==> config.mk <==
export PLATFORM = sky130hd
export DESIGN_NAME = skt_ctrl_flat
export DESIGN_NICKNAME = d
export VERILOG_FILES = /design/src/hw/rtl/skt_pkg.sv /design/src/hw/rtl/skt_if.sv /design/src/hw/rtl/skt_ctrl.sv /design/src/flat_wrapper.sv
export SDC_FILE = /design/constraint.sdc
export NUM_CORES = 1
export LEC_CHECK = 0
export BUFFER_PORTS_ARGS = -buffer_cell sky130_fd_sc_hd__buf_2
export CORE_AREA = 2 2 203 205
export DETAILED_ROUTE_END_ITERATION = 16
export DIE_AREA = 0 0 205 207
export SYNTH_ARGS = -nofsm -noshare
export SYNTH_HDL_FRONTEND = slang
export SYNTH_SLANG_ARGS = --single-unit
==> constraint.sdc <==
create_clock -name clk_i -period 15.5 [get_ports clk_i]
set_input_delay 1.55 -clock clk_i [delete_from_list [all_inputs] [get_ports clk_i]]
set_output_delay 1.55 -clock clk_i [all_outputs]
set_load 0.05 [all_outputs]
==> src/hw/rtl/skt_pkg.sv <==
// Shared types, constants and codes for the sorted key table.
// Depends on nothing; every other file of the block imports it.
`default_nettype none

package skt_pkg;

  localparam int TABLE_DEPTH  = 32;
  localparam int PAYLOAD_BITS = 64;

  localparam int IDX_W  = $clog2(TABLE_DEPTH);
  localparam int CNT_W  = $clog2(TABLE_DEPTH + 1);

  // Fixed field widths of the channels
  localparam int MODE_W          = 2;
  localparam int TIME_W          = 32;
  localparam int KEY_PAYLOAD_W   = 64;
  localparam int TOL_W           = 31;
  localparam int READ_IDX_W      = 5;
  localparam int STATUS_W        = 3;
  localparam int ENTRY_COUNT_W   = 6;

  // About 0.0001 s in Q16.16
  localparam logic [TOL_W-1:0] TOL_RESET = TOL_W'(7);

  typedef enum logic [MODE_W-1:0] {
    MODE_INSERT = 2'd0,
    MODE_REMOVE = 2'd1,
    MODE_READ   = 2'd2,
    MODE_NOP    = 2'd3
  } mode_e;

  typedef enum logic [STATUS_W-1:0] {
    ST_DONE         = 3'd0,
    ST_REJECTED     = 3'd1,
    ST_FULL         = 3'd2,
    ST_NONE_REMOVED = 3'd3,
    ST_BAD_INDEX    = 3'd4
  } status_e;

  typedef enum logic [1:0] {
    OP_HOLD = 2'd0,
    OP_CMP  = 2'd1,
    OP_DROP = 2'd2,
    OP_INS  = 2'd3
  } cell_op_e;

  typedef enum logic [1:0] {
    S_IDLE = 2'd0,
    S_CMP  = 2'd1,
    S_EDIT = 2'd2
  } state_e;

  typedef struct packed {
    logic signed [TIME_W-1:0] key_time;
    logic [PAYLOAD_BITS-1:0]  payload;
  } entry_t;

  typedef struct packed {
    cell_op_e                 op;
    logic signed [TIME_W-1:0] key_time;
    logic [TOL_W-1:0]         tol;
    logic [PAYLOAD_BITS-1:0]  payload;
    logic [IDX_W-1:0]         rd_idx;
  } cell_cmd_t;

  typedef struct packed {
    logic   any_match;
    entry_t rd_entry;
  } chain_stat_t;

endpackage

`default_nettype wire

==> src/hw/rtl/skt_if.sv <==
// Valid/ready channel interfaces for the key table's request and result beats.
// Depends on skt_pkg for field widths.
`default_nettype none

interface skt_in_if;
  import skt_pkg::*;

  logic                     valid;
  logic                     ready;
  logic [MODE_W-1:0]        mode;
  logic signed [TIME_W-1:0] key_time;
  logic [KEY_PAYLOAD_W-1:0] key_payload;
  logic                     replace_allowed;
  logic [TOL_W-1:0]         remove_tolerance;
  logic [READ_IDX_W-1:0]    read_index;

  modport source (
    output valid, mode, key_time, key_payload, replace_allowed,
           remove_tolerance, read_index,
    input  ready
  );
  modport sink (
    input  valid, mode, key_time, key_payload, replace_allowed,
           remove_tolerance, read_index,
    output ready
  );
endinterface

interface skt_out_if;
  import skt_pkg::*;

  logic                     valid;
  logic                     ready;
  logic [STATUS_W-1:0]      status;
  logic [ENTRY_COUNT_W-1:0] entry_count;
  logic signed [TIME_W-1:0] out_time;
  logic [KEY_PAYLOAD_W-1:0] out_payload;

  modport source (
    output valid, status, entry_count, out_time, out_payload,
    input  ready
  );
  modport sink (
    input  valid, status, entry_count, out_time, out_payload,
    output ready
  );
endinterface

`default_nettype wire

==> src/hw/rtl/skt_ctrl.sv <==
// Sequencer of the key table: takes request beats, steps the cell chain, holds the result.
// Depends on skt_pkg and the channel interfaces in skt_if.
`default_nettype none

module skt_ctrl (
  input  logic                           clk_i,
  input  logic                           rst_ni,
  input  logic                           cfg_wr_en_i,
  input  logic [skt_pkg::TOL_W-1:0]      cfg_wr_data_i,
  skt_in_if.sink                         in_i,
  skt_out_if.source                      out_o,
  input  skt_pkg::chain_stat_t           stat_i,
  output skt_pkg::cell_cmd_t             cmd_o,
  output logic [skt_pkg::CNT_W-1:0]      count_o
);
  import skt_pkg::*;

  state_e                   state_q, state_d;
  mode_e                    mode_q;
  logic signed [TIME_W-1:0] time_q;
  logic [PAYLOAD_BITS-1:0]  payload_q;
  logic                     repl_q;
  logic [TOL_W-1:0]         rtol_q;
  logic [TOL_W-1:0]         mtol_q;
  logic [READ_IDX_W-1:0]    ridx_q;
  logic [CNT_W-1:0]         count_q, count_d;
  logic                     place_q, removed_q;

  logic                     out_valid_q;
  status_e                  status_q;
  logic [ENTRY_COUNT_W-1:0] ocount_q;
  logic signed [TIME_W-1:0] otime_q;
  logic [KEY_PAYLOAD_W-1:0] opay_q;

  logic                     accept, out_free;
  logic                     drop_req, ins_req, fin, fin_go, rd_ok;
  status_e                  fin_status;

  assign accept   = in_i.valid && (state_q == S_IDLE);
  assign out_free = !out_valid_q || out_o.ready;

  // Decide the edit step from the registered compare flags
  always_comb begin
    drop_req   = 1'b0;
    ins_req    = 1'b0;
    fin        = 1'b0;
    rd_ok      = 1'b0;
    fin_status = ST_DONE;
    if (state_q == S_EDIT) begin
      case (mode_q)
        MODE_INSERT: begin
          if (place_q) begin
            ins_req = 1'b1;
          end else if (stat_i.any_match) begin
            if (repl_q) begin
              drop_req = 1'b1;
            end else begin
              fin        = 1'b1;
              fin_status = ST_REJECTED;
            end
          end else if (count_q == CNT_W'(TABLE_DEPTH)) begin
            fin        = 1'b1;
            fin_status = ST_FULL;
          end else begin
            ins_req = 1'b1;
          end
        end
        MODE_REMOVE: begin
          if (stat_i.any_match) begin
            drop_req = 1'b1;
          end else begin
            fin        = 1'b1;
            fin_status = removed_q ? ST_DONE : ST_NONE_REMOVED;
          end
        end
        MODE_READ: begin
          fin = 1'b1;
          if (CNT_W'(ridx_q) < count_q) rd_ok = 1'b1;
          else fin_status = ST_BAD_INDEX;
        end
        default: fin = 1'b1;
      endcase
      if (ins_req) fin = 1'b1;
    end
    fin_go = fin && out_free;
  end

  // Command to the cells
  always_comb begin
    cmd_o.op = OP_HOLD;
    if ((state_q == S_IDLE && accept) || state_q == S_CMP) cmd_o.op = OP_CMP;
    else if (drop_req) cmd_o.op = OP_DROP;
    else if (ins_req && fin_go) cmd_o.op = OP_INS;

    if (state_q == S_IDLE) begin
      cmd_o.key_time = in_i.key_time;
      cmd_o.tol      = (mode_e'(in_i.mode) == MODE_REMOVE) ? in_i.remove_tolerance : mtol_q;
    end else begin
      cmd_o.key_time = time_q;
      cmd_o.tol      = (mode_q == MODE_REMOVE) ? rtol_q : mtol_q;
    end
    cmd_o.payload = payload_q;
    cmd_o.rd_idx  = IDX_W'(ridx_q);
  end

  always_comb begin
    count_d = count_q;
    if (drop_req) count_d = count_q - CNT_W'(1);
    else if (ins_req && fin_go) count_d = count_q + CNT_W'(1);
  end

  // Next state
  always_comb begin
    state_d = state_q;
    case (state_q)
      S_IDLE: begin
        if (accept) state_d = S_EDIT;
      end
      S_CMP: state_d = S_EDIT;
      S_EDIT: begin
        if (drop_req) state_d = S_CMP;
        else if (fin_go) state_d = S_IDLE;
      end
      default: state_d = S_IDLE;
    endcase
  end

  always_ff @(posedge clk_i or negedge rst_ni) begin
    if (!rst_ni) begin
      state_q     <= S_IDLE;
      count_q     <= '0;
      mtol_q      <= TOL_RESET;
      place_q     <= 1'b0;
      removed_q   <= 1'b0;
      out_valid_q <= 1'b0;
    end else begin
      state_q <= state_d;
      count_q <= count_d;
      if (cfg_wr_en_i) mtol_q <= cfg_wr_data_i;
      if (accept) begin
        place_q   <= 1'b0;
        removed_q <= 1'b0;
      end else if (drop_req) begin
        place_q   <= (mode_q == MODE_INSERT);
        removed_q <= 1'b1;
      end
      if (fin_go) out_valid_q <= 1'b1;
      else if (out_o.ready) out_valid_q <= 1'b0;
    end
  end

  // Operand and result payload, no reset
  always_ff @(posedge clk_i) begin
    if (accept) begin
      mode_q    <= mode_e'(in_i.mode);
      time_q    <= in_i.key_time;
      payload_q <= in_i.key_payload[PAYLOAD_BITS-1:0];
      repl_q    <= in_i.replace_allowed;
      rtol_q    <= in_i.remove_tolerance;
      ridx_q    <= in_i.read_index;
    end
    if (fin_go) begin
      status_q <= fin_status;
      ocount_q <= ENTRY_COUNT_W'(count_d);
      otime_q  <= rd_ok ? stat_i.rd_entry.key_time : '0;
      opay_q   <= rd_ok ? KEY_PAYLOAD_W'(stat_i.rd_entry.payload) : '0;
    end
  end

  assign in_i.ready        = (state_q == S_IDLE);
  assign out_o.valid       = out_valid_q;
  assign out_o.status      = status_q;
  assign out_o.entry_count = ocount_q;
  assign out_o.out_time    = otime_q;
  assign out_o.out_payload = opay_q;
  assign count_o           = count_q;

endmodule

`default_nettype wire

==> src/flat_wrapper.sv <==
// flat-port wrapper written by rule: the top's interface ports become plain ports
module skt_ctrl_flat import skt_pkg::*;
  (clk_i, rst_ni, cfg_wr_en_i, cfg_wr_data_i, stat_i, cmd_o, count_o, in_i_valid, in_i_mode, in_i_key_time, in_i_key_payload, in_i_replace_allowed, in_i_remove_tolerance, in_i_read_index, in_i_ready, out_o_valid, out_o_status, out_o_entry_count, out_o_out_time, out_o_out_payload, out_o_ready);
  skt_in_if in_i_i ();
  skt_out_if out_o_i ();
  input  logic clk_i;
  input  logic rst_ni;
  input  logic cfg_wr_en_i;
  input  logic [skt_pkg::TOL_W-1:0] cfg_wr_data_i;
  input  skt_pkg::chain_stat_t stat_i;
  output skt_pkg::cell_cmd_t cmd_o;
  output logic [skt_pkg::CNT_W-1:0] count_o;
  input wire logic [$bits(in_i_i.valid)-1:0] in_i_valid;
  input wire logic [$bits(in_i_i.mode)-1:0] in_i_mode;
  input wire logic [$bits(in_i_i.key_time)-1:0] in_i_key_time;
  input wire logic [$bits(in_i_i.key_payload)-1:0] in_i_key_payload;
  input wire logic [$bits(in_i_i.replace_allowed)-1:0] in_i_replace_allowed;
  input wire logic [$bits(in_i_i.remove_tolerance)-1:0] in_i_remove_tolerance;
  input wire logic [$bits(in_i_i.read_index)-1:0] in_i_read_index;
  output wire logic [$bits(in_i_i.ready)-1:0] in_i_ready;
  output wire logic [$bits(out_o_i.valid)-1:0] out_o_valid;
  output wire logic [$bits(out_o_i.status)-1:0] out_o_status;
  output wire logic [$bits(out_o_i.entry_count)-1:0] out_o_entry_count;
  output wire logic [$bits(out_o_i.out_time)-1:0] out_o_out_time;
  output wire logic [$bits(out_o_i.out_payload)-1:0] out_o_out_payload;
  input wire logic [$bits(out_o_i.ready)-1:0] out_o_ready;
  assign in_i_i.valid = in_i_valid;
  assign in_i_i.mode = in_i_mode;
  assign in_i_i.key_time = in_i_key_time;
  assign in_i_i.key_payload = in_i_key_payload;
  assign in_i_i.replace_allowed = in_i_replace_allowed;
  assign in_i_i.remove_tolerance = in_i_remove_tolerance;
  assign in_i_i.read_index = in_i_read_index;
  assign in_i_ready = in_i_i.ready;
  assign out_o_valid = out_o_i.valid;
  assign out_o_status = out_o_i.status;
  assign out_o_entry_count = out_o_i.entry_count;
  assign out_o_out_time = out_o_i.out_time;
  assign out_o_out_payload = out_o_i.out_payload;
  assign out_o_i.ready = out_o_ready;
  skt_ctrl u_core (.clk_i(clk_i), .rst_ni(rst_ni), .cfg_wr_en_i(cfg_wr_en_i), .cfg_wr_data_i(cfg_wr_data_i), .in_i(in_i_i), .out_o(out_o_i), .stat_i(stat_i), .cmd_o(cmd_o), .count_o(count_o));
endmodule
==> impl_metrics.py, run 1 <==
metrics = {
    "pwr": {
        "design_power_total_mw": 2.51,
        "clkPwrFrac_pct": 27.3,
        "leakagePower_nw": 6.34,
        "p_int_mw": 1.50,
        "power_per_cell_area_nw_per_um2": 166,
        "comb_power_share_pct": 33.3,
        "switching_power_mw": 1.00,
        "seq_power_share_pct": 39.5,
        "swShare_pct": 40.0,
        "maximum_vdd_drop_uv": 93.3,
    },
    "min_path": {
        "hold_start": "u_core.removed_q",
        "worst_hold_path.endpoint": "u_core.removed_q",
        "worst_hold_path_type": "register to register",
        "min_path_cells": 2,
    },
    "critical_path": {
        "worst_ep_arrival_time_ps": 3620,
        "ff2ff_setup_slack_ps": 12250,
        "worst_setup_path_end_kind": "primary output",
        "timing.reg2reg.worst_path_depth": 4,
        "worst_r2r_endpoint": "u_core.out_o.out_payload[21]",
        "crit_fanout": 32,
        "worstPathRequired_ps": 13950,
        "timing.critical_path.from_type": "input pin",
        "criticalPathCategory": "input pin to primary output",
        "crit-reg2reg-launch": "u_core.mode_q[0]",
    },
    "sta": {
        "min_clock_period_post_route_ps": 5170,
        "tightestPinTransition_ps": 1310,
        "setup_tns_ps": 0,
        "grt_setup_unrepaired": "false",
        "hold-worst-slack_ps": 501,
        "maxSlewViolCount": 0,
        "hold_viol": 0,
        "timing.final.crit_share_pct": 33.3,
        "worst_slack_ps": 10330,
        "finClkSkew_ps": 9.36,
        "maxClockFrequency_mhz": 194,
        "report.final.setup_viol": 0,
        "timing.slew.headroom_pct": 12.4,
    },
    "grt": {
        "number_of_global_route_vias_before_repair": 8079,
        "grt_antenna_before_repair": 6,
        "globalRoute.totalOverflow": 0,
        "grt_max_degree": 98,
        "grtUsageTotal_pct": 14.8,
        "grt_first_pass_wirelength_um": 48100,
    },
    "die": {
        "die-height_um": 207,
        "dieArea_sq_um": 42400,
        "core.rowCount": 74,
        "die_boundary_width_um": 205,
        "initial_core_util_pct": 27.5,
        "boundaryPins": 515,
        "placeableCoreArea_sq_um": 40400,
    },
    "clock_network": {
        "worstSkewPairLatency_ps": 570,
        "number_of_buffers_inserted_during_clock_tree_synthesis": 31,
        "post_cts.repair.setup_buffers": 0,
        "root_buffer": "clkbuf_16",
        "ctsLongestPathBuffers": 3,
        "clkSinkCount": 282,
        "cts.hold.buffers_added": 0,
        "clkTransAtPathRegs_ps": 60,
        "post_cts.resized_instances": 0,
        "h-tree-depth": 1,
        "cts_tree": "built",
    },
    "final_layout": {
        "final_cell_count_without_fillers": 1816,
        "post_route_cells_drive_above_1_share_pct": 51.8,
        "syn_to_final_growth_pct": 36.3,
        "filler_cell_count": 3947,
        "final_common_cell": "buf_2",
        "design.final.nets": 1535,
        "commonest_cells_after_routing_fill_and_taps_aside": "514 x buf_2, 240 x edfxtp_1, 164 x nand2_1, 66 x a21oi_1, 63 x mux2_2",
    },
    "route": {
        "drtIter0Drc": 471,
        "drt-total-wl_um": 33400,
        "detail_route.drc_violations": 0,
        "dr.pass1.iters": 4,
        "avgViaCountPerCell": 4.47,
        "vias": 8120,
        "ant_nets": 0,
        "routed_wire_length_per_instance_um": 18.4,
    },
    "flow_run": {
        "cap_viol_max_count": 0,
    },
    "place": {
        "place_hpwl_um": 24400,
        "io_buffers": 514,
        "pre_cts_ws_ps": 10360,
        "place_inst": 1759,
        "finalWeightedCongestion": 0.872,
    },
    "run_status": {
        "run_status": "finished, final reports clean",
    },
    "synth": {
        "netlist_area_sq_um": 11100,
        "yosysSeqAreaShare_pct": 74.3,
        "post_synth.cell_area_avg_sq_um": 14.7,
        "number_of_distinct_standard_cells_referenced_by_the_synthesized_netlist": 38,
        "yosysWarningCount": 0,
        "syn-num-nets": 1029,
        "syn_inst": 754,
        "synth-seq-cells": 282,
    },
}
[cell type report]
type                       count  area (sq um)  area share (%)
sequential                   282          8260            54.5
clock inverter                15           104           0.685
inverter                       8          30.0           0.198
clock buffer                  41           823            5.43
timing repair buffer         521          2630            17.3
tap                          532           666            4.39
antenna                        1          2.50          0.0165
multi-input combinational    416          2640            17.4
[per-stage QoR]
step                      instance area [sq um]  util [%]
after floorplan                           11100         -
after global placement                    14200      35.2
after detailed placement                  14200      35.2
after CTS                                 15200      37.5
after global routing                      15200      37.5
final                                     15200      37.5
[sequential cells by signal, summed over array words and instances, names as in the netlist, 6 cells and up]
signal,count
u_core.out_o.out_payload,64
u_core.out_o.out_time,32
u_core.payload_q,64
u_core.mtol_q,31
u_core.out_o.entry_count,6
u_core.rtol_q,31
u_core.time_q,32
u_core.count_o,6
[synthesized netlist by cell type]
library cell | n | area share [%]
inv_1 | 8 | 0.27
a211o_1 | 1 | 0.079
and2_1 | 2 | 0.11
dfstp_2 | 3 | 0.71
nand3_1 | 3 | 0.14
mux2_2 | 63 | 6.4
nand2b_1 | 4 | 0.23
a22oi_1 | 31 | 2.1
o2111a_1 | 1 | 0.10
o32a_1 | 1 | 0.090
o32ai_1 | 1 | 0.079
o21ai_0 | 7 | 0.32
nor2_1 | 10 | 0.34
mux2i_1 | 1 | 0.090
nand4_1 | 4 | 0.23
o21bai_1 | 1 | 0.068
a21oi_1 | 66 | 3.0
and3_1 | 2 | 0.11
a21oi_2 | 30 | 2.4
a21o_1 | 2 | 0.14
a211oi_1 | 2 | 0.14
nor4bb_1 | 1 | 0.090
nand2_1 | 164 | 5.5
nor2b_1 | 3 | 0.17
clkbuf_1 | 29 | 0.98
nor4b_1 | 1 | 0.079
xor2_1 | 1 | 0.079
buf_4 | 2 | 0.14
buf_2 | 7 | 0.32
ha_1 | 7 | 0.79
buf_6 | 5 | 0.51
buf_1 | 5 | 0.17
dfrtp_1 | 39 | 8.8
a31oi_1 | 1 | 0.056
nor3_1 | 1 | 0.045
edfxtp_1 | 240 | 65
o41ai_1 | 1 | 0.079
xnor2_1 | 4 | 0.32
[power groups by stage]
stage          sequential, mW  clock [mW]  combinational (mW)
2_1_floorplan            1.24           0               0.404
3_3_place_gp             1.01           0               0.837
3_5_place_dp             1.01           0               0.844
4_1_cts                 0.992       0.709               0.845
5_1_grt                  1.00       0.733               0.886
6_report                0.990       0.684               0.834
[how the worst max path moves through the flow]
stage,endpoint,start,slack [ps]
floorplan,u_core.out_o.entry_count[0],stat_i[96],8460
global placement,cmd_o[69],in_i_mode[0],10490
detailed placement,cmd_o[76],in_i_mode[0],10360
CTS,cmd_o[76],in_i_mode[0],10350
global route,cmd_o[99],in_i_mode[0],10110
finish,cmd_o[76],in_i_mode[0],10330
[logic make-up after synthesis]
logic type               synth area share (%)
AND/OR/NAND/NOR                          7.07
AO/OA/AOI/OAI                            8.57
multiplexers                             6.47
XOR/XNOR                                0.394
adder cells (fa/ha/maj)                 0.788
buffers and inverters                    2.38
flip-flops                               74.3
[per-layer routing]
| metal | global-route usage (%) | part of all wire (%) |
|---|---|---|
| met1 | 17.0 | 38 |
| met2 | 25.4 | 48 |
| met3 | 5.77 | 11 |
| met4 | 4.22 | 2.8 |
| met5 | 0 | 0.16 |
[worst max-delay path: stages]
cell and delay, ps:
buf_2 110, nor4b_2 150, buf_4 250, nor2_2 1000
nand2_1 160, nand2_1 110, buf_2 260
Power figures use the tool's default switching activity.
==> inputs of run 2 (changes only) <==
Settings changed: ABC_AREA set to 1, CORE_AREA 2 2 203 205 to 2 2 199 201, DIE_AREA 0 0 205 207 to 0 0 201 203.
Clock period 15.5 ns to 4.5 ns, I/O delays scaled along.
==> run 2 against run 1 <==
  * Via count is 12% higher
  * Setup slack worse by 9300 ps
  * Cell area is 3.4% higher
  * Routed wire length is 7.9% higher
  * Die area is 3.8% lower
  * Global-route usage is 2.7 points higher
  * Largest power group is now combinational logic
  * Non-clock buffer count stayed put
==> impl_metrics.py, run 2 <==
metrics = {
    "sta": {
        "report.final.setup_viol": 0,
        "timing.slew.headroom_pct": 25.6,
        "maxClockFrequency_mhz": 291,
        "tightestPinTransition_ps": 1120,
        "setup_tns_ps": 0,
        "min_clock_period_post_route_ps": 3430,
        "worst_slack_ps": 1070,
        "hold_viol": 0,
        "finClkSkew_ps": 11.5,
        "grt_setup_unrepaired": "false",
        "timing.final.crit_share_pct": 76.3,
        "maxSlewViolCount": 0,
    },
    "final_layout": {
        "syn_to_final_growth_pct": 37.6,
        "post_route_cells_drive_above_1_share_pct": 37.6,
        "design.final.nets": 1803,
        "multi_input_logic_area_sq_um": 2360,
        "fin_util_pct": 40.7,
        "final_common_cell": "buf_2",
        "final-seq-area_sq_um": 8260,
        "commonest_cells_after_routing_fill_and_taps_aside": "514 x buf_2, 240 x edfxtp_1, 229 x nand2_1, 169 x nor2_1, 150 x inv_1",
        "filler_cell_count": 3784,
        "fin_area_sq_um": 15700,
    },
    "synth": {
        "postSynth.topFlopCell": "edfxtp_1",
        "yosysSeqAreaShare_pct": 72.6,
        "syn_inst": 1015,
        "netlist_area_sq_um": 11400,
        "syn-num-nets": 1290,
        "yosysWarningCount": 0,
        "post_synth.cell_area_avg_sq_um": 11.2,
        "synthArstFlopShare_pct": 14.9,
        "number_of_distinct_standard_cells_referenced_by_the_synthesized_netlist": 28,
        "yosysTopAreaCellShare_pct": 63.3,
        "synth_enable_flop_cells": 240,
        "synth_commonest_cells": "240 x edfxtp_1, 230 x nand2_1, 172 x nor2_1",
        "post_synth_main_area_contributors": "edfxtp_1 63%, dfrtp_1 8.6%, nand2_1 7.6%, nor2_1 5.7%, inv_1 5.0%",
        "synth_top_cell_by_area": "edfxtp_1",
        "synth-seq-cells": 282,
        "yosys.cell_count.top_type": "edfxtp_1",
    },
    "critical_path": {
        "criticalPathCategory": "register to primary output",
        "worst_ep_arrival_time_ps": 2980,
        "timing.critical_path.from_type": "register",
        "crit_fanout": 33,
        "worstPathRequired_ps": 4050,
        "worst_setup_path_end_kind": "primary output",
    },
    "place": {
        "io_buffers": 514,
        "place_hpwl_um": 26700,
        "finalWeightedCongestion": 0.868,
        "placed_cell_area_sq_um": 14500,
        "pre_cts_ws_ps": 1580,
    },
    "clock_network": {
        "clkSinkCount": 282,
        "worstSkewPairLatency_ps": 520,
        "post_cts.repair.setup_buffers": 0,
        "number_of_buffers_inserted_during_clock_tree_synthesis": 34,
        "post_cts.resized_instances": 0,
        "cts.hold.buffers_added": 0,
        "ctsLongestPathBuffers": 3,
        "cts_tree": "built",
        "h-tree-depth": 2,
        "root_buffer": "clkbuf_16",
        "clkTransAtPathRegs_ps": 60,
    },
    "route": {
        "drt-total-wl_um": 36000,
        "ant_nets": 0,
        "drtIter0Drc": 525,
        "dr.pass1.iters": 5,
        "avgViaCountPerCell": 4.37,
        "detail_route.drc_violations": 0,
        "vias": 9057,
        "routed_wire_length_per_instance_um": 17.4,
    },
    "grt": {
        "grt_antenna_before_repair": 18,
        "grtUsageTotal_pct": 17.4,
        "number_of_global_route_vias_before_repair": 9065,
        "grt_max_degree": 114,
        "grt_first_pass_wirelength_um": 54300,
        "globalRoute.totalOverflow": 0,
    },
    "min_path": {
        "worst_hold_path_type": "input pin to register",
    },
    "die": {
        "dieArea_sq_um": 40800,
        "core.rowCount": 72,
        "die_boundary_width_um": 201,
        "die-height_um": 203,
        "boundaryPins": 515,
        "placeableCoreArea_sq_um": 38500,
        "initial_core_util_pct": 29.6,
    },
    "flow_run": {
        "cap_viol_max_count": 0,
    },
    "pwr": {
        "power_per_cell_area_nw_per_um2": 757,
        "maximum_vdd_drop_uv": 404,
        "leakagePower_nw": 7.52,
    },
    "run_status": {
        "run_status": "finished, final reports clean",
    },
}
[run 2: cell type report]
type / instances / area share, %
multi-input combinational: 536 / 15.1
clock inverter: 14 / 1.32
inverter: 153 / 3.69
sequential: 282 / 52.7
antenna: 3 / 0.0479
clock buffer: 47 / 6.01
timing repair buffer: 521 / 17.0
tap: 518 / 4.14
[run 2: layer usage]
layer | GRT usage [%] | up-vias | wire length (um)
li1 | - | 4331 | -
met1 | 20.4 | 4199 | 13800
met2 | 31.0 | 441 | 18200
met3 | 5.33 | 72 | 3070
met4 | 4.68 | 14 | 806
met5 | 0 | - | 99
[run 2: power breakdown]
group	switching, mW	total (mW)	internal [mW]
registers	0.217	3.89	3.67
clock network	1.06	2.81	1.75
logic	4.18	5.15	0.974
total	5.46	11.9	6.40
[run 2: kinds of logic (layout without fill, tap and decap cells)]
kind of cell	Yosys count	count (layout)	share of synthesized area, %
compound gates	105	105	5.10
xor+xnor	6	6	0.462
fa+ha+maj	7	7	0.769
buf+inv	197	735	6.92
flops	282	282	72.6
other cells	0	3	0
simple gates	418	418	14.2
[run 2: worst max-delay path, cell delays in order, from the launching register on]
cell      delay (ps)
edfxtp_1         380
inv_1            170
nor2_4            40
buf_4            250
inv_1            850
o21ai_0          190
o22ai_1          260
buf_2            310
[run 2: worst paths after layout]
check	from	to	slack [ps]	depth (start not counted)
max in group asynchronous	rst_ni	u_core.mtol_q[6]	3710	1
min in group asynchronous	rst_ni	u_core.count_o[5]	130	1
worst max register to register	u_core.count_o[3]	u_core.out_o.out_payload[21]	1760	6
worst min-delay path	in_i_read_index[2]	u_core.ridx_q[2]	100	1
worst min register to register	u_core.mtol_q[1]	u_core.mtol_q[1]	500	2
worst max-delay path	u_core.mode_q[0]	cmd_o[71]	1070	7
[run 2: stage by stage]
step / power (mW) / hold WS [ps] / instances
floorplan: 7.79 / 154 / 1015
global placement: 9.08 / 477 / 2010
detailed placement: 9.11 / 494 / 2010
CTS: 12.0 / 56.7 / 2071
global route: 12.4 / 52.4 / 2071
finish: 11.9 / 100 / 2074
