File: src/hw/rtl/skt_pkg.sv
// Shared types, constants and codes for the sorted key table.
// Depends on nothing; every other file of the block imports it.
`default_nettype none

package skt_pkg;

  localparam int TABLE_DEPTH  = 32;
  localparam int PAYLOAD_BITS = 64;

  localparam int IDX_W  = $clog2(TABLE_DEPTH);
  localparam int CNT_W  = $clog2(TABLE_DEPTH + 1);

  // Fixed field widths of the channels
  localparam int MODE_W          = 2;
  localparam int TIME_W          = 32;
  localparam int KEY_PAYLOAD_W   = 64;
  localparam int TOL_W           = 31;
  localparam int READ_IDX_W      = 5;
  localparam int STATUS_W        = 3;
  localparam int ENTRY_COUNT_W   = 6;

  // About 0.0001 s in Q16.16
  localparam logic [TOL_W-1:0] TOL_RESET = TOL_W'(7);

  typedef enum logic [MODE_W-1:0] {
    MODE_INSERT = 2'd0,
    MODE_REMOVE = 2'd1,
    MODE_READ   = 2'd2,
    MODE_NOP    = 2'd3
  } mode_e;

  typedef enum logic [STATUS_W-1:0] {
    ST_DONE         = 3'd0,
    ST_REJECTED     = 3'd1,
    ST_FULL         = 3'd2,
    ST_NONE_REMOVED = 3'd3,
    ST_BAD_INDEX    = 3'd4
  } status_e;

  typedef enum logic [1:0] {
    OP_HOLD = 2'd0,
    OP_CMP  = 2'd1,
    OP_DROP = 2'd2,
    OP_INS  = 2'd3
  } cell_op_e;

  typedef enum logic [1:0] {
    S_IDLE = 2'd0,
    S_CMP  = 2'd1,
    S_EDIT = 2'd2
  } state_e;

  typedef struct packed {
    logic signed [TIME_W-1:0] key_time;
    logic [PAYLOAD_BITS-1:0]  payload;
  } entry_t;

  typedef struct packed {
    cell_op_e                 op;
    logic signed [TIME_W-1:0] key_time;
    logic [TOL_W-1:0]         tol;
    logic [PAYLOAD_BITS-1:0]  payload;
    logic [IDX_W-1:0]         rd_idx;
  } cell_cmd_t;

  typedef struct packed {
    logic   any_match;
    entry_t rd_entry;
  } chain_stat_t;

endpackage

`default_nettype wire

File: src/hw/rtl/skt_cell.sv
// One slot of the sorted chain: holds a key, compares it, shifts to/from neighbours.
// Depends on skt_pkg.
`default_nettype none

module skt_cell (
  input  logic                clk_i,
  input  logic                rst_ni,
  input  skt_pkg::cell_cmd_t  cmd_i,
  input  logic                occupied_i,
  input  logic                left_after_i,
  input  logic                prior_hit_i,
  input  skt_pkg::entry_t     left_i,
  input  skt_pkg::entry_t     right_i,
  output skt_pkg::entry_t     entry_o,
  output logic                match_o,
  output logic                after_o
);
  import skt_pkg::*;

  entry_t               entry_q, entry_d;
  logic                 match_q, after_q;
  logic [TIME_W:0]      diff;
  logic [TIME_W:0]      mag;
  logic                 in_tol;
  logic                 later;

  // Exact 33-bit distance, inclusive tolerance
  always_comb begin
    diff   = {entry_q.key_time[TIME_W-1], entry_q.key_time}
           - {cmd_i.key_time[TIME_W-1], cmd_i.key_time};
    mag    = diff[TIME_W] ? (~diff + (TIME_W+1)'(1)) : diff;
    in_tol = mag <= (TIME_W+1)'(cmd_i.tol);
    later  = $signed(entry_q.key_time) > $signed(cmd_i.key_time);
  end

  always_comb begin
    entry_d = entry_q;
    case (cmd_i.op)
      OP_DROP: begin
        if (prior_hit_i || match_q) entry_d = right_i;
      end
      OP_INS: begin
        if (after_q) begin
          if (left_after_i) begin
            entry_d = left_i;
          end else begin
            entry_d.key_time = cmd_i.key_time;
            entry_d.payload  = cmd_i.payload;
          end
        end
      end
      default: entry_d = entry_q;
    endcase
  end

  always_ff @(posedge clk_i) begin
    entry_q <= entry_d;
  end

  always_ff @(posedge clk_i or negedge rst_ni) begin
    if (!rst_ni) begin
      match_q <= 1'b0;
      after_q <= 1'b0;
    end else if (cmd_i.op == OP_CMP) begin
      match_q <= occupied_i && in_tol;
      after_q <= !occupied_i || later;
    end
  end

  assign entry_o = entry_q;
  assign match_o = match_q;
  assign after_o = after_q;

endmodule

`default_nettype wire

File: config.mk
export PLATFORM = sky130hd
export DESIGN_NAME = skt_cell
export DESIGN_NICKNAME = d
export VERILOG_FILES = /design/src/hw/rtl/skt_pkg.sv /design/src/hw/rtl/skt_cell.sv
export SDC_FILE = /design/constraint.sdc
export NUM_CORES = 1
export LEC_CHECK = 0
export ABC_AREA = 0
export BUFFER_PORTS_ARGS = -buffer_cell sky130_fd_sc_hd__buf_2
export CAP_MARGIN = 20
export CORE_AREA = 4 4 166 168
export DETAILED_ROUTE_END_ITERATION = 12
export DIE_AREA = 0 0 170 172
export SKIP_CTS_REPAIR_TIMING = 1
export SLEW_MARGIN = 0
export SYNTH_ARGS = -nofsm -noshare
export SYNTH_HDL_FRONTEND = slang
export SYNTH_SLANG_ARGS = --single-unit
File: constraint.sdc
create_clock -name clk_i -period 6.7 [get_ports clk_i]
set_input_delay 0.335 -clock clk_i [delete_from_list [all_inputs] [get_ports clk_i]]
set_output_delay 0.335 -clock clk_i [all_outputs]
set_load 0.05 [all_outputs]
==> flow_summary.html, run 1 <==
<table>
<tr><th>Metric</th><th>Value</th></tr>
<tr><th colspan="2">Outcome</th></tr>
<tr><td>Result of the run</td><td>finished, final reports clean</td></tr>
<tr><th colspan="2">Pwr</th></tr>
<tr><td>Pint</td><td>1470 uW</td></tr>
<tr><td>Gate power share</td><td>0.482</td></tr>
<tr><td>Power density over the cells</td><td>223 mW/mm2</td></tr>
<tr><td>Clock Power Share</td><td>0.209</td></tr>
<tr><td>Net switching power figure</td><td>1050 uW</td></tr>
<tr><td>Leakage power</td><td>0.00545 uW</td></tr>
<tr><td>Worst IR drop on VDD</td><td>0.118 mV</td></tr>
<tr><td>Switching fraction of total power</td><td>0.418</td></tr>
<tr><td>Overall power consumption</td><td>2520 uW</td></tr>
<tr><td>Portion of total power attributed to sequential cells</td><td>0.309</td></tr>
<tr><th colspan="2">Floorplanning</th></tr>
<tr><td>Starting density of the core</td><td>0.330</td></tr>
<tr><td>Count of boundary I/O pins</td><td>429</td></tr>
<tr><td>Die height</td><td>172 um</td></tr>
<tr><td>Placeable core region</td><td>0.0259 mm2</td></tr>
<tr><td>Die Wd</td><td>170 um</td></tr>
<tr><td>Die area</td><td>0.0292 mm2</td></tr>
<tr><td>Total number of placement rows</td><td>59</td></tr>
<tr><th colspan="2">STA</th></tr>
<tr><td>Final setup skew</td><td>0.00827 ns</td></tr>
<tr><td>Final worst path period share</td><td>0.786</td></tr>
<tr><td>Slew Viols, Final</td><td>0</td></tr>
<tr><td>Number of failing hold endpoints at the final stage</td><td>0</td></tr>
<tr><td>Max Fclk</td><td>190 MHz</td></tr>
<tr><td>Final-report setup violation count</td><td>0</td></tr>
<tr><td>Worst hold slack after final layout</td><td>0.302 ns</td></tr>
<tr><td>Worst relative slew slack</td><td>0.311</td></tr>
<tr><td>Unrepaired setup endpoints after global routing</td><td>no</td></tr>
<tr><td>Tightest Pin Transition</td><td>1.03 ns</td></tr>
<tr><td>Final sum of negative setup slack</td><td>0 ns</td></tr>
<tr><td>Final period demand of the worst path</td><td>5.26 ns</td></tr>
<tr><th colspan="2">Route</th></tr>
<tr><td>Total number of vias</td><td>8431</td></tr>
<tr><td>Routed len/inst</td><td>18.0 um</td></tr>
<tr><td>Detailed-route wire length</td><td>30.5 mm</td></tr>
<tr><td>ANT nets after route</td><td>0</td></tr>
<tr><td>Post-route DRC</td><td>0</td></tr>
<tr><td>Mean number of vias per cell</td><td>4.97</td></tr>
<tr><td>Number of optimization iterations in the first detailed-route pass</td><td>5</td></tr>
<tr><td>Initial detailed-routing violation count</td><td>431</td></tr>
<tr><th colspan="2">Logic synthesis</th></tr>
<tr><td>XOR/XNOR Fraction of Synth Area</td><td>0.0562</td></tr>
<tr><td>Cell count after synthesis</td><td>950</td></tr>
<tr><td>Post-synth design cell area</td><td>0.00854 mm2</td></tr>
<tr><td>Post-Synthesis Net Count</td><td>1346</td></tr>
<tr><td>Simple logic cell fraction of the synthesized area</td><td>0.147</td></tr>
<tr><td>Post-synthesis async set-or-reset flop share</td><td>0.0204</td></tr>
<tr><td>Share of synthesized area spent on multiplexers</td><td>0.115</td></tr>
<tr><td>Unique masters post-synth</td><td>79</td></tr>
<tr><td>Syn. warnings</td><td>0</td></tr>
<tr><td>Share of the synthesized area in compound gates (AO/OA/AOI/OAI)</td><td>0.194</td></tr>
<tr><td>Primary flip-flop cell chosen by synthesis mapping</td><td>edfxtp_1</td></tr>
<tr><td>Mean instance size in the synthesized netlist</td><td>8.99 um2</td></tr>
<tr><td>Area share of fa/ha/maj cells after synthesis</td><td>0.0961</td></tr>
<tr><td>Synthesis-stage register bit count</td><td>98</td></tr>
<tr><td>Number of synthesized flops with an enable pin</td><td>96</td></tr>
<tr><td>Seq/Total Area, Yosys</td><td>0.343</td></tr>
<tr><td>Dominant combinational cell family by area after synthesis</td><td>compound AO/OA/AOI/OAI gates</td></tr>
<tr><th colspan="2">Job</th></tr>
<tr><td>Number of max-cap violations</td><td>0</td></tr>
<tr><th colspan="2">Clock tree</th></tr>
<tr><td>CTS tree</td><td>done</td></tr>
<tr><td>Number of H-tree levels</td><td>3</td></tr>
<tr><td>Clock root buffer</td><td>clkbuf_16</td></tr>
<tr><td>TritonCTS Buffers</td><td>9</td></tr>
<tr><td>Clock latency on the worst-skew pair</td><td>0.35 ns</td></tr>
<tr><td>Clock sink count</td><td>98</td></tr>
<tr><td>Clock edge transition at the registers on the reported setup and hold paths</td><td>0.08 ns</td></tr>
<tr><td>Clock Tree Buf Depth</td><td>2</td></tr>
<tr><th colspan="2">Place</th></tr>
<tr><td>DP Area</td><td>0.0110 mm2</td></tr>
<tr><td>Placed insts</td><td>1672</td></tr>
<tr><td>Weighted congestion at the end of routability-driven global placement</td><td>0.864</td></tr>
<tr><td>Detailed Place HPWL</td><td>25.5 mm</td></tr>
<tr><td>PortBufs</td><td>423</td></tr>
<tr><th colspan="2">Global route</th></tr>
<tr><td>Pin count of the biggest net entering global routing</td><td>85</td></tr>
<tr><td>Initial antenna violation count</td><td>13</td></tr>
<tr><td>Number of global-route vias before repair</td><td>8109</td></tr>
<tr><td>Total global routing track utilization</td><td>0.195</td></tr>
<tr><td>Final global-route overflow total</td><td>0</td></tr>
<tr><td>Wire length of the first global-routing pass</td><td>44.5 mm</td></tr>
<tr><th colspan="2">Layout</th></tr>
<tr><td>Most frequent cells in the layout</td><td>buf_2 (422), a21oi_1 (135), nor2_1 (127), mux2i_1 (97), edfxtp_1 (96)</td></tr>
<tr><td>Area growth, synth to finish</td><td>32.3%</td></tr>
<tr><td>FF/Latch Area</td><td>0.00293 mm2</td></tr>
<tr><td>Multi-input combinational cell area</td><td>0.00521 mm2</td></tr>
<tr><td>Commonest non-fill, non-tap cell in the layout</td><td>buf_2</td></tr>
<tr><td>Non-filler instance count after layout</td><td>1696</td></tr>
<tr><td>Count of nets after finishing</td><td>1745</td></tr>
<tr><td>Layout cell share with drive strength beyond 1</td><td>0.355</td></tr>
<tr><td>Area of all placed cells without fillers</td><td>0.0113 mm2</td></tr>
<tr><td>Number of fillers in the final layout</td><td>2636</td></tr>
<tr><th colspan="2">Worst setup path</th></tr>
<tr><td>Crit path cell chain</td><td>inv_1, ha_1, fa_1, nand2b_1, a211oi_1, o2111ai_1, and4b_1, o21ai_0, nand3_1, a31o_2, nand2_1, xnor2_1, ha_1, a21o_1, a21o_1, a21oi_1, o21ai_0, a211o_1, o221ai_1, a21oi_1, nor3b_1, o41ai_1, o221ai_2</td></tr>
<tr><td>Number of buffers and inverters on the critical path</td><td>1</td></tr>
<tr><td>Largest delay share family, worst path</td><td>compound AO/OA/AOI/OAI gates</td></tr>
<tr><td>Kind of end point of the critical path</td><td>flip-flop</td></tr>
<tr><td>Worst endpoint data arrival time</td><td>5.53 ns</td></tr>
<tr><td>Cell with the biggest individual delay on the critical path</td><td>a31o_2</td></tr>
<tr><td>Largest incremental delay on the critical path</td><td>0.43 ns</td></tr>
<tr><td>Worst Path Class, Setup</td><td>flip-flop to flip-flop</td></tr>
<tr><td>Data required time at the worst endpoint</td><td>6.96 ns</td></tr>
<tr><td>Critical path peak fanout</td><td>23</td></tr>
<tr><td>Startpoint kind of the worst setup timing path</td><td>flip-flop</td></tr>
<tr><th colspan="2">Hold path</th></tr>
<tr><td>Worst hold-check path type</td><td>primary input to async pin</td></tr>
</table>
[routing by layer]
layer,global-route usage,up-vias,share of wire
met5,0,-,0.0040
met4,0.0670,14,0.023
met3,0.0505,47,0.068
met2,0.333,288,0.50
met1,0.240,3830,0.40
li1,-,4252,-
[stage by stage]
| step | utilization | setup slack, ns |
|---|---|---|
| after floorplan | - | 1.67 |
| after global placement | 0.424 | 1.36 |
| after detailed placement | 0.424 | 1.30 |
| after CTS | 0.435 | 1.39 |
| after global routing | 0.436 | 0.984 |
| final | 0.436 | 1.44 |
[logic make-up after synthesis]
kind of cell	count (synthesis)
adder cells (fa/ha/maj)	65
multiplexers	98
AND/OR/NAND/NOR	262
buffers and inverters	110
XOR/XNOR	54
AO/OA/AOI/OAI	263
flip-flops	98
[power groups by stage]
stage               sequential [uW]  clock [uW]  combinational, uW
finish                          780         527               1220
global route                    787         567               1350
CTS                             781         544               1230
detailed placement              794           0               1220
global placement                792           0               1200
floorplan                       997           0                685
[cell type report]
cell class,instances,share of cell area
clock inverter,7,0.00620
sequential,98,0.259
antenna,7,0.00155
timing repair buffer,429,0.192
tap,335,0.0371
clock buffer,9,0.0199
inverter,69,0.0229
multi-input combinational,742,0.461
[worst paths after layout]
path / from / to / slack, ns / depth (start not counted)
setup reg to reg: entry_o[64] / match_o / 1.44 / 23
hold / removal: rst_ni / after_o / 0.30 / 2
max in group asynchronous: rst_ni / after_o / 6.30 / 2
hold reg to reg: after_o / after_o / 0.54 / 1
min in group clk_i: right_i[77] / entry_o[77] / 0.31 / 3
setup / recovery: entry_o[64] / match_o / 1.44 / 23
[Yosys cell counts (all sizes together), types with 3 or more instances]
master     n  share of area
edfxtp    96           0.34
nand4     15          0.012
nor3      10         0.0064
xor2      18          0.019
mux2i     97           0.11
a31o       3         0.0031
a21o      19          0.017
a211oi    12          0.015
nor2     131          0.059
o31ai      5         0.0056
ha        64          0.094
o21a       5         0.0044
buf        7         0.0034
o2111ai    3         0.0031
a21boi     3         0.0026
nor2b     10         0.0073
xnor2     36          0.037
or2        5         0.0037
inv       69          0.030
clkbuf    34          0.015
o211ai     7         0.0079
o221ai     4         0.0048
nand2b     7         0.0051
o21ai     40          0.024
a31oi      7         0.0051
nand3     10         0.0064
a21oi    136          0.080
nor4       3         0.0040
nand2     51          0.022
a211o      4         0.0041
[state kept, by name, summed over array words and instances (netlist names)]
| register | cells |
|---|---|
| entry_o | 96 |
| after_o | 1 |
| match_o | 1 |
Power figures use the tool's default switching activity.
==> run 2, diff against run 1 <==
Settings changed: ABC_AREA 0 to 1, CORE_AREA 4 4 166 168 to 4 4 167 169, DIE_AREA 0 0 170 172 to 0 0 171 173, PLACE_DENSITY set to 0.67.
Clock period 6.7 ns to 4.6 ns, I/O delays scaled along.
==> run 2 against run 1 <==
Sequential power rose by 45%. Largest power group unchanged. Critical endpoint unchanged. Worst setup slack got worse by 1.0 ns. Clock power grew 47%. Sequential share of layout area fell by 2.3 points. Critical path type unchanged.
==> flow_summary.html, run 2 <==
<table>
<tr><th>Metric</th><th>Value</th></tr>
<tr><th colspan="2">Floorplanning</th></tr>
<tr><td>Placeable core region</td><td>0.0266 mm2 (+2.6%)</td></tr>
<tr><td>Die area</td><td>0.0296 mm2 (+1.2%)</td></tr>
<tr><td>Total number of placement rows</td><td>60 (+1.7%)</td></tr>
<tr><td>Die Wd</td><td>171 um (+0.59%)</td></tr>
<tr><td>Count of boundary I/O pins</td><td>429 (unchanged)</td></tr>
<tr><td>Starting density of the core</td><td>0.360 (+0.0303)</td></tr>
<tr><td>Die height</td><td>173 um (+0.58%)</td></tr>
<tr><th colspan="2">Clock tree</th></tr>
<tr><td>Clock edge transition at the registers on the reported setup and hold paths</td><td>0.08 ns (about the same)</td></tr>
<tr><td>Clock latency on the worst-skew pair</td><td>0.35 ns (about the same)</td></tr>
<tr><td>TritonCTS Buffers</td><td>9 (unchanged)</td></tr>
<tr><td>Clock Tree Buf Depth</td><td>2 (unchanged)</td></tr>
<tr><td>Clock root buffer</td><td>clkbuf_16</td></tr>
<tr><td>Clock sink count</td><td>98 (unchanged)</td></tr>
<tr><td>CTS tree</td><td>done</td></tr>
<tr><td>Number of H-tree levels</td><td>3 (unchanged)</td></tr>
<tr><th colspan="2">Worst setup path</th></tr>
<tr><td>Cell with the biggest individual delay on the critical path</td><td>fa_1</td></tr>
<tr><td>Most repeated library cell on the critical path</td><td>nand2_1</td></tr>
<tr><td>Worst R2R Start</td><td>entry_o[64]</td></tr>
<tr><td>Worst Path Class, Setup</td><td>flip-flop to flip-flop</td></tr>
<tr><td>Register-to-Register Setup Slack</td><td>0.42 ns (-1.02 ns)</td></tr>
<tr><td>Number of buffers and inverters on the critical path</td><td>4 (+3)</td></tr>
<tr><td>Largest incremental delay on the critical path</td><td>0.41 ns (-0.02 ns)</td></tr>
<tr><td>Largest delay share family, worst path</td><td>simple AND/OR/NAND/NOR gates</td></tr>
<tr><td>Endpoint of the most critical register-to-register path</td><td>match_o</td></tr>
<tr><td>Worst R2R Path Depth</td><td>35 (+52%)</td></tr>
<tr><td>Critical path peak fanout</td><td>9 (-61%)</td></tr>
<tr><td>Worst endpoint data arrival time</td><td>4.47 ns (-1.06 ns)</td></tr>
<tr><td>Kind of end point of the critical path</td><td>flip-flop</td></tr>
<tr><td>Data required time at the worst endpoint</td><td>4.89 ns (-2.07 ns)</td></tr>
<tr><td>Startpoint kind of the worst setup timing path</td><td>flip-flop</td></tr>
<tr><th colspan="2">Hold path</th></tr>
<tr><td>Source of the worst hold timing path</td><td>right_i[65]</td></tr>
<tr><td>Cell depth of the worst min-delay path</td><td>3</td></tr>
<tr><td>Hold endpoint</td><td>entry_o[65]</td></tr>
<tr><td>Worst hold-check path type</td><td>primary input to flip-flop</td></tr>
<tr><th colspan="2">Logic synthesis</th></tr>
<tr><td>Post-Synthesis Net Count</td><td>1873 (+39%)</td></tr>
<tr><td>Number of synthesized flops with an enable pin</td><td>96 (unchanged)</td></tr>
<tr><td>Seq/Total Area, Yosys</td><td>0.307 (-0.0368)</td></tr>
<tr><td>Mean instance size in the synthesized netlist</td><td>6.48 um2 (-28%)</td></tr>
<tr><td>Post-synthesis async set-or-reset flop share</td><td>0.0204 (unchanged)</td></tr>
<tr><td>Primary flip-flop cell chosen by synthesis mapping</td><td>edfxtp_1</td></tr>
<tr><td>Dominant combinational cell family by area after synthesis</td><td>simple AND/OR/NAND/NOR gates</td></tr>
<tr><td>Synth top area cells</td><td>edfxtp_1 (30%), nand2_1 (17%), a21oi_1 (12%), inv_1 (9.0%), ha_1 (8.4%)</td></tr>
<tr><td>Syn. warnings</td><td>0 (unchanged)</td></tr>
<tr><td>Area share of fa/ha/maj cells after synthesis</td><td>0.0858 (-0.0103)</td></tr>
<tr><td>Commonest cells in the synthesized netlist</td><td>nand2_1 (430), a21oi_1 (229), inv_1 (229), nor2_1 (163), edfxtp_1 (96)</td></tr>
<tr><td>Simple logic cell fraction of the synthesized area</td><td>0.332 (+0.185)</td></tr>
<tr><td>XOR/XNOR Fraction of Synth Area</td><td>0.0220 (-0.0343)</td></tr>
<tr><td>Share of the synthesized area in compound gates (AO/OA/AOI/OAI)</td><td>0.138 (-0.0555)</td></tr>
<tr><td>Unique masters post-synth</td><td>39 (-51%)</td></tr>
<tr><td>Most repeated cell in the gate-level netlist after synthesis</td><td>nand2_1</td></tr>
<tr><td>Synthesis-stage register bit count</td><td>98 (unchanged)</td></tr>
<tr><td>Cell count after synthesis</td><td>1477 (+55%)</td></tr>
<tr><td>Post-synth design cell area</td><td>0.00957 mm2 (+12%)</td></tr>
<tr><td>Cell type contributing the most total cell area after synthesis</td><td>edfxtp_1</td></tr>
<tr><td>Area share of the leading cell type in the synthesized netlist</td><td>0.301 (-0.0361)</td></tr>
<tr><td>Share of synthesized area spent on multiplexers</td><td>0 (-0.115)</td></tr>
<tr><th colspan="2">Layout</th></tr>
<tr><td>Area growth, synth to finish</td><td>29.8%</td></tr>
<tr><td>Multi-input combinational cell area</td><td>0.00557 mm2 (+7.0%)</td></tr>
<tr><td>Most frequent cells in the layout</td><td>nand2_1 (426), buf_2 (422), a21oi_1 (229), inv_1 (228), nor2_1 (161)</td></tr>
<tr><td>Max FFs per register</td><td>96 (unchanged)</td></tr>
<tr><td>Area of all placed cells without fillers</td><td>0.0124 mm2 (+9.9%)</td></tr>
<tr><td>Layout cell share with drive strength beyond 1</td><td>0.283 (-0.0717)</td></tr>
<tr><td>FF/Latch Area</td><td>0.00293 mm2 (unchanged)</td></tr>
<tr><td>Commonest non-fill, non-tap cell in the layout</td><td>nand2_1</td></tr>
<tr><td>Count of nets after finishing</td><td>2276 (+30%)</td></tr>
<tr><td>Number of fillers in the final layout</td><td>2830 (+7.4%)</td></tr>
<tr><th colspan="2">Place</th></tr>
<tr><td>Weighted congestion at the end of routability-driven global placement</td><td>0.951 (+10%)</td></tr>
<tr><td>DP Area</td><td>0.0120 mm2 (+9.5%)</td></tr>
<tr><td>Detailed Place HPWL</td><td>31.1 mm (+22%)</td></tr>
<tr><td>PortBufs</td><td>423 (unchanged)</td></tr>
<tr><th colspan="2">Pwr</th></tr>
<tr><td>Clock Power Share</td><td>0.204 (-0.005)</td></tr>
<tr><td>Leakage power</td><td>0.00669 uW (+23%)</td></tr>
<tr><td>Worst IR drop on VDD</td><td>0.196 mV (+65%)</td></tr>
<tr><td>Power density over the cells</td><td>307 mW/mm2 (+37%)</td></tr>
<tr><td>Overall power consumption</td><td>3810 uW (+51%)</td></tr>
<tr><td>Portion of total power attributed to sequential cells</td><td>0.296 (-0.013)</td></tr>
<tr><td>Switching fraction of total power</td><td>0.447 (+0.0299)</td></tr>
<tr><td>Gate power share</td><td>0.500 (+0.018)</td></tr>
<tr><td>Net switching power figure</td><td>1700 uW (+62%)</td></tr>
<tr><td>Pint</td><td>2100 uW (+43%)</td></tr>
<tr><th colspan="2">STA</th></tr>
<tr><td>Slew Viols, Final</td><td>0 (unchanged)</td></tr>
<tr><td>Final worst path period share</td><td>0.909 (+0.124)</td></tr>
<tr><td>Final setup skew</td><td>0.00962 ns (+0.00135 ns)</td></tr>
<tr><td>Tightest Pin Transition</td><td>1.11 ns (+0.0811 ns)</td></tr>
<tr><td>Max Fclk</td><td>239 MHz (+26%)</td></tr>
<tr><td>Final sum of negative setup slack</td><td>0 ns (unchanged)</td></tr>
<tr><td>Unrepaired setup endpoints after global routing</td><td>no</td></tr>
<tr><td>Final period demand of the worst path</td><td>4.18 ns (-1.08 ns)</td></tr>
<tr><td>Number of failing hold endpoints at the final stage</td><td>0 (unchanged)</td></tr>
<tr><td>Worst relative slew slack</td><td>0.257 (-0.0541)</td></tr>
<tr><td>Final-report setup violation count</td><td>0 (unchanged)</td></tr>
<tr><td>Worst hold slack after final layout</td><td>0.201 ns (-0.101 ns)</td></tr>
<tr><th colspan="2">Route</th></tr>
<tr><td>Post-route DRC</td><td>0 (unchanged)</td></tr>
<tr><td>Detailed-route wire length</td><td>38.4 mm (+26%)</td></tr>
<tr><td>Initial detailed-routing violation count</td><td>662 (+54%)</td></tr>
<tr><td>ANT nets after route</td><td>0 (unchanged)</td></tr>
<tr><td>Routed len/inst</td><td>17.1 um (-4.6%)</td></tr>
<tr><td>Mean number of vias per cell</td><td>4.94 (-0.59%)</td></tr>
<tr><td>Number of optimization iterations in the first detailed-route pass</td><td>5 (unchanged)</td></tr>
<tr><td>Total number of vias</td><td>11.1k (+31%)</td></tr>
<tr><th colspan="2">Global route</th></tr>
<tr><td>Number of global-route vias before repair</td><td>10.9k (+34%)</td></tr>
<tr><td>Final global-route overflow total</td><td>0 (unchanged)</td></tr>
<tr><td>Total global routing track utilization</td><td>0.248 (+0.0530)</td></tr>
<tr><td>Wire length of the first global-routing pass</td><td>57.8 mm (+30%)</td></tr>
<tr><td>Pin count of the biggest net entering global routing</td><td>97 (+14%)</td></tr>
<tr><td>Initial antenna violation count</td><td>25 (+12)</td></tr>
<tr><th colspan="2">Outcome</th></tr>
<tr><td>Result of the run</td><td>finished, final reports clean</td></tr>
<tr><th colspan="2">Job</th></tr>
<tr><td>Number of max-cap violations</td><td>0 (unchanged)</td></tr>
</table>
run 2: changes by cell type in the layout (fill, tap and decap cells not counted), sizes merged, moves of 31 or more:
| cell | change |
|---|---|
| nor2 | +50 |
| inv | +170 |
| nand2 | +406 |
| a21oi | +96 |
| nand3 | +51 |
| mux2i | -97 |
| xnor2 | -31 |
run 2: metrics by stage:
stage               setup slack (ns)  instances   util
floorplan                      0.609       1477      -
global placement               0.401       2206  0.453
detailed placement             0.310       2206  0.453
CTS                            0.272       2222  0.464
global route                 0.00661       2239  0.467
finish                         0.417       2239  0.467
run 2: worst max path at each step:
| stage | cells past startpoint | endpoint | startpoint |
|---|---|---|---|
| final | 35 | match_o | entry_o[64] |
| after global routing | 35 | match_o | entry_o[64] |
| after CTS | 38 | match_o | entry_o[64] |
| after detailed placement | 38 | match_o | entry_o[64] |
| after global placement | 38 | match_o | cmd_i[100] |
| after floorplan | 31 | match_o | entry_o[64] |
run 2: layout make-up:
cell class | instances | share of cell area
clock buffer | 9 | 0.0181
sequential | 98 | 0.236
clock inverter | 7 | 0.00544
antenna | 13 | 0.00262
multi-input combinational | 1091 | 0.449
inverter | 242 | 0.0735
tap | 341 | 0.0344
timing repair buffer | 438 | 0.181
run 2: cell families after synthesis:
logic type,count (synthesis)
XOR/XNOR,24
flip-flops,98
AO/OA/AOI/OAI,257
buffers and inverters,288
adder cells (fa/ha/maj),65
AND/OR/NAND/NOR,745
run 2: tightest hold or removal path, stage by stage:
cell	delay, ns
buf_2	0.07
nor2_1	0.03
a21oi_1	0.10
run 2: per-layer routing:
metal / up-vias / track usage / wire length [um]
met5: - / 0 / 123
met4: 20 / 0.0792 / 979
met3: 87 / 0.0800 / 3120
met2: 363 / 0.431 / 19100
met1: 5066 / 0.287 / 15100
li1: 5529 / - / -
run 2: power by group through the flow:
stage | registers, uW | clock network, uW | logic [uW]
2_1_floorplan | 1420 | 0 | 1060
6_report | 1130 | 777 | 1910
3_3_place_gp | 1140 | 0 | 1830
3_5_place_dp | 1140 | 0 | 1870
5_1_grt | 1130 | 833 | 2130
4_1_cts | 1120 | 797 | 1880
